### config.mk
export PLATFORM = sky130hd
export DESIGN_NAME = resonant_four_pole_lowpass_top
export DESIGN_NICKNAME = d
export VERILOG_FILES = /design/src/sv/rfpl_pkg.sv /design/src/sv/rfpl_ctrl.sv /design/src/sv/rfpl_datapath.sv /design/src/sv/resonant_four_pole_lowpass_top.sv
export VERILOG_INCLUDE_DIRS = /design/src /design/src/sv
export SDC_FILE = /design/constraint.sdc
export NUM_CORES = 1
export LEC_CHECK = 0
export ABC_AREA = 0
export BUFFER_PORTS_ARGS = -buffer_cell sky130_fd_sc_hd__clkbuf_2
export CAP_MARGIN = 20
export CORE_AREA = 2 2 186 262
export DETAILED_ROUTE_END_ITERATION = 8
export DIE_AREA = 0 0 188 264
export GPL_TIMING_DRIVEN = 1
export HOLD_SLACK_MARGIN = 0.1
export MAX_ROUTING_LAYER = met4
export PLACE_DENSITY_LB_ADDON = 0.08
export SLEW_MARGIN = 20
export SYNTH_ARGS = -nofsm -noshare
export SYNTH_HDL_FRONTEND = slang
export SYNTH_HIERARCHICAL = 1
export SYNTH_SLANG_ARGS = --single-unit
export TNS_END_PERCENT = 30
### constraint.sdc
create_clock -name clk_i -period 10.6 [get_ports clk_i]
set_input_delay 0.53 -clock clk_i [delete_from_list [all_inputs] [get_ports clk_i]]
set_output_delay 0.53 -clock clk_i [all_outputs]
set_load 0.02 [all_outputs]
### src/sv/resonant_four_pole_lowpass_top_assert.svh
// Assertion macros used by the filter top level
`ifndef RESONANT_FOUR_POLE_LOWPASS_TOP_ASSERT_SVH
`define RESONANT_FOUR_POLE_LOWPASS_TOP_ASSERT_SVH

// clocked check, masked while reset is asserted
`define RFPL_ASSERT(label, prop, msg) \
  label: assert property (@(posedge clk_i) disable iff (!rst_ni) (prop)) else $error(msg);

// clocked check that also holds during reset
`define RFPL_ASSERT_ALWAYS(label, prop, msg) \
  label: assert property (@(posedge clk_i) (prop)) else $error(msg);

`endif

### src/sv/rfpl_pkg.sv
// Package: widths, constants, codes and helpers of the ladder filter
package rfpl_pkg;

  localparam int SAMPLE_BITS = 16;
  localparam int POLE_COUNT  = 4;
  localparam int POLE_IDX_W  = $clog2(POLE_COUNT);
  localparam int DATA_W      = ((SAMPLE_BITS + 7) / 8) * 8;

  localparam int COEF_W  = 16;
  localparam int GAIN_W  = 16;
  localparam int CFG_W   = 16;
  localparam int CFG_IDX_W = 1;

  // multiplier operands: A carries samples and differences, B carries coefficients
  localparam int MUL_A_W = SAMPLE_BITS + 1;
  localparam int MUL_B_W = 17;
  localparam int PROD_W  = MUL_A_W + MUL_B_W;
  localparam int WIDE_W  = SAMPLE_BITS + 4;

  localparam int LIM = (99 * (1 << (SAMPLE_BITS - 1)) + 50) / 100;
  localparam logic signed [MUL_B_W-1:0] IN_GAIN = 17'sd45875;

  localparam logic signed [COEF_W-1:0] COEF_RESET = -16'sd14557;
  localparam logic [GAIN_W-1:0]        GAIN_RESET = 16'd2944;

  localparam logic [CFG_IDX_W-1:0] REG_CUTOFF = 1'b0;
  localparam logic [CFG_IDX_W-1:0] REG_GAIN   = 1'b1;

  typedef enum logic [3:0] {
    OP_NONE,
    OP_LOAD,
    OP_MUL_IN,
    OP_ADD_IN,
    OP_MUL_POLE,
    OP_ADD_POLE,
    OP_MUL_FB,
    OP_ADD_FB,
    OP_OUT
  } op_e;

  typedef enum logic [2:0] {
    ST_IDLE,
    ST_MUL_IN,
    ST_ADD_IN,
    ST_MUL_POLE,
    ST_ADD_POLE,
    ST_MUL_FB,
    ST_ADD_FB,
    ST_OUT
  } state_e;

  typedef struct packed {
    op_e                   op;
    logic [POLE_IDX_W-1:0] pole_idx;
  } cmd_t;

  // clamp a wide intermediate to +-LIM
  function automatic logic signed [SAMPLE_BITS-1:0] sat_f(input logic signed [WIDE_W-1:0] v);
    logic signed [WIDE_W-1:0] lim_w;
    logic signed [WIDE_W-1:0] r;
    lim_w = WIDE_W'(LIM);
    if (v > lim_w) begin
      r = lim_w;
    end else if (v < -lim_w) begin
      r = -lim_w;
    end else begin
      r = v;
    end
    return r[SAMPLE_BITS-1:0];
  endfunction

endpackage

### src/sv/rfpl_ctrl.sv
// Controller: sequences input scaling, the four poles, feedback and output
module rfpl_ctrl (
  input  logic          clk_i,
  input  logic          rst_ni,
  input  logic          s_tvalid_i,
  output logic          s_tready_o,
  output logic          m_tvalid_o,
  input  logic          m_tready_i,
  output rfpl_pkg::cmd_t cmd_o
);
  import rfpl_pkg::*;

  state_e                state_q, state_d;
  logic [POLE_IDX_W-1:0] pole_q, pole_d;
  logic                  out_valid_q, out_valid_d;

  always_ff @(posedge clk_i or negedge rst_ni) begin
    if (!rst_ni) begin
      state_q     <= ST_IDLE;
      pole_q      <= '0;
      out_valid_q <= 1'b0;
    end else begin
      state_q     <= state_d;
      pole_q      <= pole_d;
      out_valid_q <= out_valid_d;
    end
  end

  always_comb begin
    state_d      = state_q;
    pole_d       = pole_q;
    out_valid_d  = out_valid_q;
    cmd_o.op     = OP_NONE;
    cmd_o.pole_idx = pole_q;
    s_tready_o   = 1'b0;

    // drop the word once the sink takes it
    if (out_valid_q && m_tready_i) begin
      out_valid_d = 1'b0;
    end

    case (state_q)
      ST_IDLE: begin
        s_tready_o = 1'b1;
        if (s_tvalid_i) begin
          cmd_o.op = OP_LOAD;
          state_d  = ST_MUL_IN;
        end
      end
      ST_MUL_IN: begin
        cmd_o.op = OP_MUL_IN;
        state_d  = ST_ADD_IN;
      end
      ST_ADD_IN: begin
        cmd_o.op = OP_ADD_IN;
        pole_d   = '0;
        state_d  = ST_MUL_POLE;
      end
      ST_MUL_POLE: begin
        cmd_o.op = OP_MUL_POLE;
        state_d  = ST_ADD_POLE;
      end
      ST_ADD_POLE: begin
        cmd_o.op = OP_ADD_POLE;
        if (pole_q == POLE_IDX_W'(POLE_COUNT - 1)) begin
          state_d = ST_MUL_FB;
        end else begin
          pole_d  = pole_q + 1'b1;
          state_d = ST_MUL_POLE;
        end
      end
      ST_MUL_FB: begin
        cmd_o.op = OP_MUL_FB;
        state_d  = ST_ADD_FB;
      end
      ST_ADD_FB: begin
        cmd_o.op = OP_ADD_FB;
        state_d  = ST_OUT;
      end
      ST_OUT: begin
        // hold until the output slot is free
        if (!out_valid_q || m_tready_i) begin
          cmd_o.op    = OP_OUT;
          out_valid_d = 1'b1;
          state_d     = ST_IDLE;
        end
      end
      default: begin
        state_d = ST_IDLE;
      end
    endcase
  end

  assign m_tvalid_o = out_valid_q;

endmodule

### src/sv/rfpl_datapath.sv
// Datapath: shared multiplier, pole states, feedback term and config registers
module rfpl_datapath (
  input  logic                             clk_i,
  input  logic                             rst_ni,
  input  rfpl_pkg::cmd_t                   cmd_i,
  input  logic [rfpl_pkg::SAMPLE_BITS-1:0] sample_in_i,
  input  logic                             cfg_we_i,
  input  logic [rfpl_pkg::CFG_IDX_W-1:0]   cfg_idx_i,
  input  logic [rfpl_pkg::CFG_W-1:0]       cfg_wdata_i,
  output logic [rfpl_pkg::SAMPLE_BITS-1:0] sample_out_o
);
  import rfpl_pkg::*;

  localparam logic signed [PROD_W-1:0] HALF14 = PROD_W'(1) <<< 13;
  localparam logic signed [PROD_W-1:0] HALF15 = PROD_W'(1) <<< 14;
  localparam logic signed [PROD_W-1:0] HALF16 = PROD_W'(1) <<< 15;
  localparam logic signed [WIDE_W-1:0] HALF2  = WIDE_W'(2);

  logic signed [COEF_W-1:0]      coef_q;
  logic        [GAIN_W-1:0]      gain_q;
  logic signed [SAMPLE_BITS-1:0] x_q;
  logic signed [SAMPLE_BITS-1:0] v_q;
  logic signed [SAMPLE_BITS-1:0] fb_q;
  logic signed [SAMPLE_BITS-1:0] pole_q [POLE_COUNT];
  logic signed [SAMPLE_BITS-1:0] out_q;
  logic signed [PROD_W-1:0]      prod_q;

  logic signed [MUL_A_W-1:0] mul_a;
  logic signed [MUL_B_W-1:0] mul_b;
  logic signed [PROD_W-1:0]  prod_d;
  logic signed [SAMPLE_BITS-1:0] t_sel;
  logic signed [PROD_W-1:0]  sh16, sh14, sh15;
  logic signed [WIDE_W-1:0]  a_w, diff_w, v_in_w, pole_sum_w, s_w, fb_w;
  logic signed [SAMPLE_BITS-1:0] s_sat;

  // config registers: the user must make writes only while the block is idle; the block does not enforce it
  always_ff @(posedge clk_i or negedge rst_ni) begin
    if (!rst_ni) begin
      coef_q <= COEF_RESET;
      gain_q <= GAIN_RESET;
    end else if (cfg_we_i) begin
      case (cfg_idx_i)
        REG_CUTOFF: coef_q <= cfg_wdata_i[COEF_W-1:0];
        REG_GAIN:   gain_q <= cfg_wdata_i[GAIN_W-1:0];
        default:    ;
      endcase
    end
  end

  assign t_sel = pole_q[cmd_i.pole_idx];

  always_comb begin
    case (cmd_i.op)
      OP_MUL_POLE: begin
        mul_a = MUL_A_W'(v_q) - MUL_A_W'(t_sel);
        mul_b = MUL_B_W'(coef_q);
      end
      OP_MUL_FB: begin
        mul_a = MUL_A_W'(v_q);
        mul_b = $signed({1'b0, gain_q});
      end
      default: begin
        mul_a = MUL_A_W'(x_q);
        mul_b = IN_GAIN;
      end
    endcase
    prod_d = PROD_W'(mul_a) * PROD_W'(mul_b);
  end

  // rounding shifts of the registered product, ties toward +infinity
  always_comb begin
    sh16       = (prod_q + HALF16) >>> 16;
    sh14       = (prod_q + HALF14) >>> 14;
    sh15       = (prod_q + HALF15) >>> 15;
    a_w        = sh16[WIDE_W-1:0];
    diff_w     = a_w - WIDE_W'(fb_q);
    v_in_w     = (diff_w + HALF2) >>> 2;
    s_w        = WIDE_W'(v_q) + sh14[WIDE_W-1:0];
    s_sat      = sat_f(s_w);
    pole_sum_w = WIDE_W'(s_sat) + WIDE_W'(t_sel);
    fb_w       = sh15[WIDE_W-1:0];
  end

  always_ff @(posedge clk_i or negedge rst_ni) begin
    if (!rst_ni) begin
      fb_q <= '0;
      for (int k = 0; k < POLE_COUNT; k++) begin
        pole_q[k] <= '0;
      end
    end else begin
      case (cmd_i.op)
        OP_ADD_POLE: pole_q[cmd_i.pole_idx] <= s_sat;
        OP_ADD_FB:   fb_q <= sat_f(fb_w);
        default:     ;
      endcase
    end
  end

  always_ff @(posedge clk_i) begin
    case (cmd_i.op)
      OP_LOAD:     x_q    <= sample_in_i;
      OP_MUL_IN,
      OP_MUL_POLE,
      OP_MUL_FB:   prod_q <= prod_d;
      OP_ADD_IN:   v_q    <= v_in_w[SAMPLE_BITS-1:0];
      OP_ADD_POLE: v_q    <= sat_f(pole_sum_w);
      OP_OUT:      out_q  <= v_q;
      default:     ;
    endcase
  end

  assign sample_out_o = out_q;

endmodule

### src/sv/resonant_four_pole_lowpass_top.sv
// Resonant four-pole ladder low-pass filter, top level.
// One multiplier is shared by input scaling, the four poles and the feedback
// product, each a multiply step followed by an add step.
// No new word is accepted until the current result is written to the output register.
// Reset: pole states and feedback term clear, cutoff -14557, gain 2944,
// output empty; no clearing pass.
`include "resonant_four_pole_lowpass_top_assert.svh"

module resonant_four_pole_lowpass_top (
  input  logic                         clk_i,
  input  logic                         rst_ni,
  input  logic                         s_tvalid_i,
  output logic                         s_tready_o,
  input  logic [rfpl_pkg::DATA_W-1:0]  s_tdata_i,   // [SAMPLE_BITS-1:0] sample_in
  output logic                         m_tvalid_o,
  input  logic                         m_tready_i,
  output logic [rfpl_pkg::DATA_W-1:0]  m_tdata_o,   // [SAMPLE_BITS-1:0] sample_out
  input  logic                         cfg_we_i,
  input  logic [rfpl_pkg::CFG_IDX_W-1:0] cfg_idx_i,
  input  logic [rfpl_pkg::CFG_W-1:0]   cfg_wdata_i
);
  import rfpl_pkg::*;

  cmd_t                   cmd;
  logic [SAMPLE_BITS-1:0] sample_out;

  rfpl_ctrl u_ctrl (
    .clk_i      (clk_i),
    .rst_ni     (rst_ni),
    .s_tvalid_i (s_tvalid_i),
    .s_tready_o (s_tready_o),
    .m_tvalid_o (m_tvalid_o),
    .m_tready_i (m_tready_i),
    .cmd_o      (cmd)
  );

  rfpl_datapath u_dp (
    .clk_i        (clk_i),
    .rst_ni       (rst_ni),
    .cmd_i        (cmd),
    .sample_in_i  (s_tdata_i[SAMPLE_BITS-1:0]),
    .cfg_we_i     (cfg_we_i),
    .cfg_idx_i    (cfg_idx_i),
    .cfg_wdata_i  (cfg_wdata_i),
    .sample_out_o (sample_out)
  );

  assign m_tdata_o = DATA_W'(sample_out);

  `RFPL_ASSERT(a_busy_after_accept, (s_tvalid_i && s_tready_o) |=> !s_tready_o, "accepted a word while busy")
  `RFPL_ASSERT(a_out_slot_free, (cmd.op == OP_OUT) |-> (!m_tvalid_o || m_tready_i), "output word overwritten")
  `RFPL_ASSERT(a_out_in_range, m_tvalid_o |-> (($signed(m_tdata_o[SAMPLE_BITS-1:0]) <= LIM) && ($signed(m_tdata_o[SAMPLE_BITS-1:0]) >= -LIM)), "output beyond clamp limit")
  `RFPL_ASSERT_ALWAYS(a_reset_empty, !rst_ni |=> !m_tvalid_o || rst_ni, "output valid out of reset")

endmodule
==> Word-level counts from Yosys, hierarchy flattened <==
Cells that the tools add are included.
{ "word_totals": {"register_bits": 200, "in_bits": 38} }
{ "classes": {"add_sub_neg": 9, "n_mul": 1, "order_cmp": 8, "eq_ne": 19, "muxes": 28, "n_bitwise": 2, "n_reduce_logical": 12} }
{ "ops": {"columns": ["cell", "count"], "rows": [
  ["16-bit two-way mux", 9],
  ["17-bit one-hot mux with 2 select lines", 2],
  ["64-bit bitwise mux", 1],
  ["34-bit by 15-bit adder with 34-bit output (second input constant)", 1],
  ["34-bit by 16-bit adder with 34-bit output (second input constant)", 1],
  ["34-bit by 17-bit adder with 34-bit output (second input constant)", 1],
  ["17-bit by 17-bit multiplier with 34-bit output", 1],
  ["16-bit binary-select mux with 2-bit select", 1],
  ["16-bit demux with 2-bit select", 1],
  ["16-bit one-hot mux with 2 select lines", 1],
  ["4-bit one-hot mux with 8 select lines", 1],
  ["3-bit one-hot mux with 8 select lines", 1],
  ["20-bit adder", 1],
  ["20-bit by 16-bit greater-than comparator with 1-bit output (second input constant)", 1],
  ["20-bit by 16-bit < comparator with 1-bit output (second input constant)", 1],
  ["19-bit by 16-bit greater-than comparator with 1-bit output (second input constant)", 1],
  ["19-bit by 16-bit < comparator with 1-bit output (second input constant)", 1],
  ["18-bit by 3-bit adder with 18-bit output (second input constant)", 1],
  ["18-bit by 16-bit subtractor with 18-bit output", 1],
  ["16-bit by 16-bit adder with 17-bit output", 1],
  ["17-bit by 16-bit greater-than comparator with 1-bit output (second input constant)", 1],
  ["17-bit by 16-bit < comparator with 1-bit output (second input constant)", 1],
  ["16-bit by 16-bit subtractor with 17-bit output", 1],
  ["4-bit by 3-bit equality test with 1-bit output (second input constant)", 4],
  ["26 further kinds", 43]
]} }

==> Logic depth before layout (Yosys ltp) <==
Gate-level depths: netlist of the first run.
{ "depth": {"ltp_word": 10, "depth_mapped": 40, "mapped_depth_nobuf": 37} }

==> Modules after synthesis <==
Netlist of the first run, hierarchy kept.
{ "by_module_without_submodules": {"columns": ["mod", "n_inst", "cells_each", "area_per_inst_um2"], "rows": [
  ["rfpl_datapath", 1, 2387, 23068.4],
  ["rfpl_ctrl", 1, 38, 349.1]
]} }

==> Worst setup path after synthesis of the first run <==
OpenSTA, ideal clock, no wires.
{ "synth_timing": {"path_type": "reg2reg", "startpoint": "reg u_ctrl.pole_q[1]", "endpoint": "reg u_dp.prod_q[33] (data pin)", "setup_ns": 0.266, "t_arrival_ns": 9.508, "required_ns": 10.334, "path_slack_ns": 0.826, "stages_incl_launch_ff": 34, "n_path_buf": 3, "path_cell_list": "dfrtp_1 -> buf_1 -> clkbuf_1 -> mux4_2 -> ha_1 -> inv_1 -> fa_1 -> a21o_1 -> a21oi_1 -> o21bai_1 -> a2111o_1 -> nand3_1 -> a211oi_1 -> o41ai_1 -> o21ai_1 -> or2_2 -> clkbuf_1 -> o21ai_0 -> fa_1 -> fa_1 -> fa_1 -> fa_1 -> fa_1 -> inv_1 -> fa_1 -> inv_1 -> ha_1 -> nand2_1 -> nor2_1 -> a41oi_1 -> a21oi_1 -> a41o_1 -> o41ai_1 -> xnor2_1"} }
{ "synth_via": {"elab_chain_len": 7} }
{ "synth_lines": {"columns": ["item", "line_no", "text"], "rows": [
  ["from (decl)", "rfpl_ctrl.sv:14", "logic [POLE_IDX_W-1:0] pole_q, pole_d;"],
  ["from (signal assigned)", "rfpl_ctrl.sv:24", "pole_q <= pole_d;"],
  ["2-bit NOT with 3-bit output (not written as such)", "rfpl_datapath.sv:50", "assign t_sel = pole_q[cmd_i.pole_idx];"],
  ["16-bit binary-select mux with 2-bit select", "rfpl_datapath.sv:50", null],
  ["16-bit two-way mux (not written as such) (2 in series)", "rfpl_datapath.sv:50", null],
  ["16-bit by 16-bit subtractor with 17-bit output", "rfpl_datapath.sv:55", "mul_a = MUL_A_W'(v_q) - MUL_A_W'(t_sel);"],
  ["17-bit one-hot mux with 2 select lines", "rfpl_datapath.sv:53", "case (cmd_i.op)"],
  ["17-bit by 17-bit multiplier with 34-bit output", "rfpl_datapath.sv:67", "prod_d = PROD_W'(mul_a) * PROD_W'(mul_b);"],
  ["named net u_dp.prod_d[33]", "rfpl_datapath.sv:30", "logic signed [PROD_W-1:0] prod_d;"],
  ["to (signal assigned)", "rfpl_datapath.sv:104", "OP_MUL_FB: prod_q <= prod_d;"],
  ["to (decl)", "rfpl_datapath.sv:26", "logic signed [PROD_W-1:0] prod_q;"]
]} }
The timed path passes the listed nets, and every way through them passes these cells. The select of a mux whose other input is x is not followed.
A chain may end at the register's enable or synchronous reset.

==> Final worst setup path of the first run <==
{ "layout_timing": {"startpoint": "reg u_ctrl.pole_q[0]", "endpoint": "reg u_dp.prod_q[33] (data pin)"} }
The elaborated chain is that of the path after synthesis.

==> results.toml, run 1 <==
[synth]
post-synth-top-area-fraction_pct = 25.6
async_reset_ff_share_pct = 63.1
synth.largest_area_cell = "sky130_fd_sc_hd__fa_1"
synth-edff-count = 69
synthCells = 2425
synthDistinctLibCells = 101
avgSynthCellArea_um2 = 9.66
synth.ff_latch_count = 187
syn-num-nets = 2932
postSynth.topFlopCell = "sky130_fd_sc_hd__dfrtp_1"
synthesis.yosys.warnings = 6
synth_top_cells_by_area = "sky130_fd_sc_hd__fa_1 (26%), sky130_fd_sc_hd__dfrtp_1 (11%), sky130_fd_sc_hd__ha_1 (9.0%), sky130_fd_sc_hd__edfxtp_1 (8.8%), sky130_fd_sc_hd__inv_1 (6.5%)"
share_of_synthesized_area_occupied_by_flip_flops_and_latches_pct = 21.5
mappedNetlistArea_mm2 = 0.0234

[critical_path]
critical-path-top-cell-by-count = "sky130_fd_sc_hd__fa_1"
timing.rr.start = "u_ctrl/pole_q[0]$_DFFE_PN0P_"
slowest_cell_on_crit_path = "sky130_fd_sc_hd__fa_1"
worstPathRequired_ps = 10810
arrival_ps = 10300
crit_fanout = 10
largest_incremental_delay_on_the_critical_path_ps = 580
timing.setup.critical_path_class = "register to register"
worst_r2r_endpoint = "u_dp/prod_q[33]$_DFFE_PP_"
worstSetupEndpointType = "register"
ff2ff_path_depth = 34
setup.worst_path.start_class = "register"
reg2reg_setup_slack_ps = 500

[clock_tree]
ctsHtreeMaxLevel = 4
clkTransAtPathRegs_ps = 80
numCtsBuffers = 17
clock_tree.buffer_depth = 2
clock_latency_ps = 470
cts.sinks = 187
root_buffer = "sky130_fd_sc_hd__clkbuf_16"
clock_tree_from_tritoncts = "yes"

[job]
cap_violations = 0

[sta]
setup_viol_count_final = 0
final-hold-violation-count = 0
final.period_utilization_pct = 95.2
max_transition_viols_final = 0
rsz_0062_raised_after_global_routing = "false"
min_period_ps = 10100
max_clock_freq_mhz = 99.0
relSlewSlack_pct = 21.9
timing_worst_slew_pin_value_ps = 1170
worst_clock_skew_ps = 19.6
setup-tns-final_ps = 0

[route]
drt-wirelength-per-cell_um = 23.0
detail_route.first_pass.iterations = 6
total_number_of_vias = 17507
remaining_number_of_nets_flagged_by_the_antenna_check_after_routing = 0
detailedRoute.firstIterationViolations = 1073
finalWirelength_um = 71400
vias_per_cell = 5.65
drcViolationCount = 0

[floorplanning]
fp-row-count = 95
area_inside_the_core_boundary_mm2 = 0.0474
ioPinCount = 56
floorplan.die_area_mm2 = 0.0496
floorplan.initialDensity_pct = 49.4
fp.dieH_um = 264
die_width_um = 188

[place]
port_buffers = 55
place_congestion = 1.00
hpwl_um = 59600

[cells_and_area]
final_nets = 2961
syn2layout_area_growth_pct = 7.30
fraction_of_layout_instances_using_a_drive_strength_above_1_pct = 13.1

[global_route]
grt.total_usage_pct = 30.8
globalRouteOverflowTotal = 0
grt_start_max_net_pins = 64
initial_antenna_violation_count = 1
grt_pass1_wl_um = 110000
via_count_of_the_first_global_routing_pass = 18933

[min_path]
min-delay-path-class = "input pin to asynchronous set/reset pin"

[status]
run_status = "finished, final reports clean"
worst max path at each step:
stage | from | endpoint | slack [ps]
4_1_cts | u_ctrl/pole_q[0]$_DFFE_PN0P_ | u_dp/prod_q[33]$_DFFE_PP_ | 60
3_5_place_dp | u_ctrl/pole_q[0]$_DFFE_PN0P_ | u_dp/prod_q[33]$_DFFE_PP_ | -80
6_report | u_ctrl/pole_q[0]$_DFFE_PN0P_ | u_dp/prod_q[33]$_DFFE_PP_ | 500
5_1_grt | u_ctrl/pole_q[0]$_DFFE_PN0P_ | u_dp/prod_q[33]$_DFFE_PP_ | 70
3_3_place_gp | u_ctrl/pole_q[0]$_DFFE_PN0P_ | u_dp/prod_q[33]$_DFFE_PP_ | 140
2_1_floorplan | u_ctrl/pole_q[1]$_DFFE_PN0P_ | u_dp/prod_q[33]$_DFFE_PP_ | 830
state kept, by name, summed over array words and instances (netlist names):
name               flops
u_dp/coef_q           16
u_ctrl/m_tvalid_o      1
u_ctrl/pole_q          2
u_dp/x_q              16
u_dp/gain_q           16
u_dp/prod_q           21
u_ctrl/state_q         3
u_dp/v_q              16
u_dp/fb_q             16
u_dp/sample_out_o     16
u_dp/pole_q           64
synthesized netlist by cell type, types with 9 or more instances:
master / instances
sky130_fd_sc_hd__a21o_1: 21
sky130_fd_sc_hd__ha_1: 169
sky130_fd_sc_hd__nand4_1: 12
sky130_fd_sc_hd__nor3_1: 38
sky130_fd_sc_hd__o31ai_1: 12
sky130_fd_sc_hd__nor2_1: 250
sky130_fd_sc_hd__a211oi_1: 13
sky130_fd_sc_hd__clkbuf_1: 61
sky130_fd_sc_hd__a31oi_1: 10
sky130_fd_sc_hd__dfrtp_1: 106
sky130_fd_sc_hd__o21a_1: 21
sky130_fd_sc_hd__and3_1: 19
sky130_fd_sc_hd__nand2b_1: 35
sky130_fd_sc_hd__mux2i_1: 16
sky130_fd_sc_hd__o21ai_0: 51
sky130_fd_sc_hd__dfstp_2: 12
sky130_fd_sc_hd__inv_1: 403
sky130_fd_sc_hd__or3_1: 9
sky130_fd_sc_hd__and2_1: 20
sky130_fd_sc_hd__nor2b_1: 15
sky130_fd_sc_hd__mux2_2: 86
sky130_fd_sc_hd__fa_1: 300
sky130_fd_sc_hd__or2_2: 11
sky130_fd_sc_hd__xnor2_1: 86
sky130_fd_sc_hd__edfxtp_1: 69
sky130_fd_sc_hd__a21oi_1: 80
sky130_fd_sc_hd__xor2_1: 47
sky130_fd_sc_hd__o21bai_1: 9
sky130_fd_sc_hd__mux4_2: 16
sky130_fd_sc_hd__nand3_1: 33
sky130_fd_sc_hd__buf_2: 12
sky130_fd_sc_hd__nand2_1: 206
sky130_fd_sc_hd__o211ai_1: 9
sky130_fd_sc_hd__o22ai_1: 9
metrics by stage:
stage               cell area, um^2  hold slack [ps]  setup slack [ps]  cells  utilization [%]
finish                        25100              171               504   3100             53.0
floorplan                     23400              234               826   2425                -
detailed placement            24500              465             -84.0   3063             51.6
global route                  25100              213              72.5   3098             53.0
global placement              24500              460               140   3063             51.6
CTS                           25100              190              62.1   3095             52.9
layout by cell type (no fill, tap or decap), drive strengths merged, types with 35 or more instances in the layout:
cell type,count
nand2,209
fa,300
mux2,86
nor3,38
edfxtp,69
xnor2,90
ha,169
nor2,251
o21ai,62
clkbuf,72
dfrtp,106
buf,45
a21oi,82
nand2b,35
inv,412
xor2,48
worst max-delay path: cells and delay by family, from the launching register on:
kind,cells,cell delay [ps]
flip-flops,1,500
multiplexers,1,380
AO/OA/AOI/OAI,16,3830
buffers and inverters,5,590
adder cells (fa/ha/maj),9,3970
XOR/XNOR,2,440
AND/OR/NAND/NOR,1,80
cell type report:
type / instances / area [um^2]
clock buffer: 18 / 439
sequential: 187 / 5040
tap: 630 / 788
inverter: 404 / 1520
timing repair buffer: 99 / 621
fill: 4419 / 22300
antenna: 3 / 7.51
clock inverter: 14 / 170
multi-input combinational: 1745 / 16500
per-layer routing:
| layer | up-vias | share of wire (%) | global-route usage, % |
|---|---|---|---|
| li1 | 7993 | - | - |
| met1 | 8807 | 35 | 29.9 |
| met2 | 475 | 54 | 55.7 |
| met3 | 232 | 3.5 | 4.45 |
| met4 | 0 | 8.4 | 22.0 |
| met5 | - | 0 | - |
repair_timing:
item / in CTS / in global routing
pin swaps: 0 / 1
setup buffers: 0 / 2
hold buffers: 0 / 0
gates resized for setup: 1 / 8
endpoints found under the setup margin: 2 / 7
cell families after synthesis:
logic type               after synthesis  synth area share (%)
multiplexers                         118                  6.36
AND/OR/NAND/NOR                      681                  13.2
XOR/XNOR                             138                  5.37
flip-flops                           187                  21.5
buffers and inverters                493                  8.17
adder cells (fa/ha/maj)              469                  34.7
AO/OA/AOI/OAI                        339                  10.7
Power of run 1 is left out: the tool's default activity adds up to more than one toggle a clock period on the data nets, which glitch-free logic cannot reach.
==> run 2: changes to the inputs <==
CAP_MARGIN = default   (was 20)
CORE_AREA = 2 2 187 262   (was 2 2 186 262)
DIE_AREA = 0 0 189 264   (was 0 0 188 264)
SYNTH_HIERARCHICAL = default   (was 1)
==> results.toml, run 2 <==
[global_route]
initial_antenna_violation_count = 0
grt_start_max_net_pins = 71
grt.total_usage_pct = 32.0
grt_pass1_wl_um = 114000
globalRouteOverflowTotal = 0
via_count_of_the_first_global_routing_pass = 19302

[sta]
setup_viol_count_final = 0
relSlewSlack_pct = 29.2
timing_worst_slew_pin_value_ps = 1030
tightest_hold_margin_ps = 215
final-hold-violation-count = 0
max_clock_freq_mhz = 99.9
max_transition_viols_final = 0
final.period_utilization_pct = 94.4
min_period_ps = 10010
worst_clock_skew_ps = 19.8
rsz_0062_raised_after_global_routing = "false"
setup-tns-final_ps = 0

[route]
vias_per_cell = 5.81
remaining_number_of_nets_flagged_by_the_antenna_check_after_routing = 0
drcViolationCount = 0
total_number_of_vias = 18250
drt-wirelength-per-cell_um = 23.6
detailedRoute.firstIterationViolations = 1159
detail_route.first_pass.iterations = 5
finalWirelength_um = 74000

[critical_path]
reg2reg_setup_slack_ps = 590
arrival_ps = 10220
critical-path-top-cell-by-count = "sky130_fd_sc_hd__fa_1"
worstSetupEndpointType = "register"
largest_incremental_delay_on_the_critical_path_ps = 700
slowest_cell_on_crit_path = "sky130_fd_sc_hd__a221oi_1"
crit_fanout = 8
worstPathRequired_ps = 10810
setup.worst_path.start_class = "register"
timing.setup.critical_path_class = "register to register"
ff2ff_path_depth = 31

[cells_and_area]
most_common_library_cell_in_the_layout_ignoring_fill_and_taps = "sky130_fd_sc_hd__inv_1"
syn2layout_area_growth_pct = 7.37
largest_register_ffs = 64
top_register = "u_dp.pole_q"
layout_top_registers = "u_dp.pole_q: 64 flops, u_dp.prod_q: 21 flops"
fillerInstances = 4471
multiInputGateArea_mm2 = 0.0167
final_cell_mix = "sky130_fd_sc_hd__inv_1 (378), sky130_fd_sc_hd__fa_1 (300), sky130_fd_sc_hd__nand2_1 (244)"
fraction_of_layout_instances_using_a_drive_strength_above_1_pct = 12.1
final_nets = 3011
final-seq-area_mm2 = 0.00504

[synth]
avgSynthCellArea_um2 = 9.55
synthDistinctLibCells = 92
synth_simple_gate_area_share_pct = 13.8
post-synth-top-area-fraction_pct = 25.6
synthesis.yosys.warnings = 0
synth.ff_latch_count = 187
synth_compound_area_share_pct = 11.1
synthCells = 2459
synth.most_common_cell = "sky130_fd_sc_hd__inv_1"
postSynth.topFlopCell = "sky130_fd_sc_hd__dfrtp_1"
synth-edff-count = 69
synth_top_cells_by_count = "sky130_fd_sc_hd__inv_1 (378), sky130_fd_sc_hd__fa_1 (300), sky130_fd_sc_hd__nand2_1 (244), sky130_fd_sc_hd__nor2_1 (241), sky130_fd_sc_hd__ha_1 (176)"
synth_top_cells_by_area = "sky130_fd_sc_hd__fa_1 (26%), sky130_fd_sc_hd__dfrtp_1 (11%), sky130_fd_sc_hd__ha_1 (9.4%), sky130_fd_sc_hd__edfxtp_1 (8.8%), sky130_fd_sc_hd__inv_1 (6.0%)"
synth_xor_xnor_area_share_pct = 4.93
post_synth_mux_area_share_pct = 6.16
share_of_synthesized_area_occupied_by_flip_flops_and_latches_pct = 21.5
async_reset_ff_share_pct = 63.1
syn-num-nets = 2973
mappedNetlistArea_mm2 = 0.0235
synth-adder-area-share_pct = 35.0
synth.largest_area_cell = "sky130_fd_sc_hd__fa_1"
combinational_family_with_the_most_area_after_synthesis = "adder cells"

[status]
run_status = "finished, final reports clean"

[clock_tree]
clock_latency_ps = 480
numCtsBuffers = 17
root_buffer = "sky130_fd_sc_hd__clkbuf_16"
cts.sinks = 187
clkTransAtPathRegs_ps = 80
clock_tree_from_tritoncts = "yes"
ctsHtreeMaxLevel = 4
clock_tree.buffer_depth = 2
cts_setup_buffers = 0

[floorplanning]
die_width_um = 189
floorplan.initialDensity_pct = 49.2
fp-row-count = 95
floorplan.die_area_mm2 = 0.0499
ioPinCount = 56
area_inside_the_core_boundary_mm2 = 0.0477
fp.dieH_um = 264

[place]
place_congestion = 1.02
port_buffers = 55
hpwl_um = 61100

[min_path]
min_delay_path_depth = 1
min-delay-path-class = "input pin to register"

[job]
cap_violations = 0
==> run 2: cell types whose count changed after synthesis, moves of 9 or more <==
cell,change
sky130_fd_sc_hd__nand2_1,+38
sky130_fd_sc_hd__inv_1,-25
sky130_fd_sc_hd__nand2b_1,-19
sky130_fd_sc_hd__a21o_1,+15
sky130_fd_sc_hd__a21oi_1,-15
sky130_fd_sc_hd__o21ai_0,+12
sky130_fd_sc_hd__buf_2,-9
sky130_fd_sc_hd__nor2_1,-9
==> run 2: logic make-up (layout without fill, tap and decap cells) <==
family          after synthesis  in the layout
simple gates                714            714
fa+ha+maj                   477            477
buf+inv                     464            515
compound gates              371            371
flops                       187            187
xor+xnor                    132            132
mux                         114            114
other cells                   0              1
==> run 2: final cells by class <==
cell class	count	share of cell area (%)
Multi-Input combinational cell	1808	66.4
Sequential cell	187	20.0
Inverter	378	5.63
Tap cell	630	3.13
Timing Repair Buffer	105	2.60
Clock buffer	19	1.72
Clock inverter	13	0.556
Antenna cell	1	0.00993
==> run 2: stage by stage <==
stage / cell area, um^2 / utilization, % / setup slack (ps) / std cells
after global routing: 25200 / 52.9 / 38.3 / 3140
after floorplan: 23500 / - / 300 / 2459
after global placement: 24600 / 51.6 / 587 / 3107
after CTS: 25200 / 52.8 / 424 / 3140
final: 25200 / 52.9 / 591 / 3141
after detailed placement: 24600 / 51.6 / 450 / 3107
==> run 2: critical path, delay by kind of cell, from the launching register on <==
family | cells | cell delay, ps
buffers and inverters | 3 | 160
adders and majority gates | 9 | 4100
and+or+nand+nor | 4 | 920
muxes | 1 | 580
AOI/OAI and AO/OA | 12 | 3080
DFF | 1 | 520
xor gates and xnor gates | 2 | 390
==> run 2: final timing paths <==
path,to,start
min reg2reg,u_dp.pole_q[30]$_DFFE_PN0P_,u_dp.pole_q[30]$_DFFE_PN0P_
max,u_dp.prod_q[33]$_DFFE_PP_,u_ctrl.pole_q[0]$_DFFE_PN0P_
max in group asynchronous,u_dp.fb_q[8]$_DFFE_PN0N_,rst_ni
max reg2reg,u_dp.prod_q[33]$_DFFE_PP_,u_ctrl.pole_q[0]$_DFFE_PN0P_
min in group asynchronous,u_dp.pole_q[40]$_DFFE_PN0P_,rst_ni
min,u_dp.x_q[4]$_DFFE_PN_,s_tdata_i[4]
==> run 2: layer usage <==
| layer | vias up | GRT usage, % | routed length (um) |
|---|---|---|---|
| li1 | 8231 | - | - |
| met1 | 9116 | 34.0 | 26200 |
| met2 | 630 | 54.6 | 37600 |
| met3 | 273 | 4.09 | 3500 |
| met4 | 0 | 23.6 | 6710 |
| met5 | - | - | 0 |
==> run 2: timing repair <==
action                                  4_1_cts  5_1_grt
hold endpoints to repair                     36        0
hold buffers                                  1        0
gates resized for setup                       0        4
endpoints found under the setup margin        0        2
Power of run 2 is left out for the same reason.
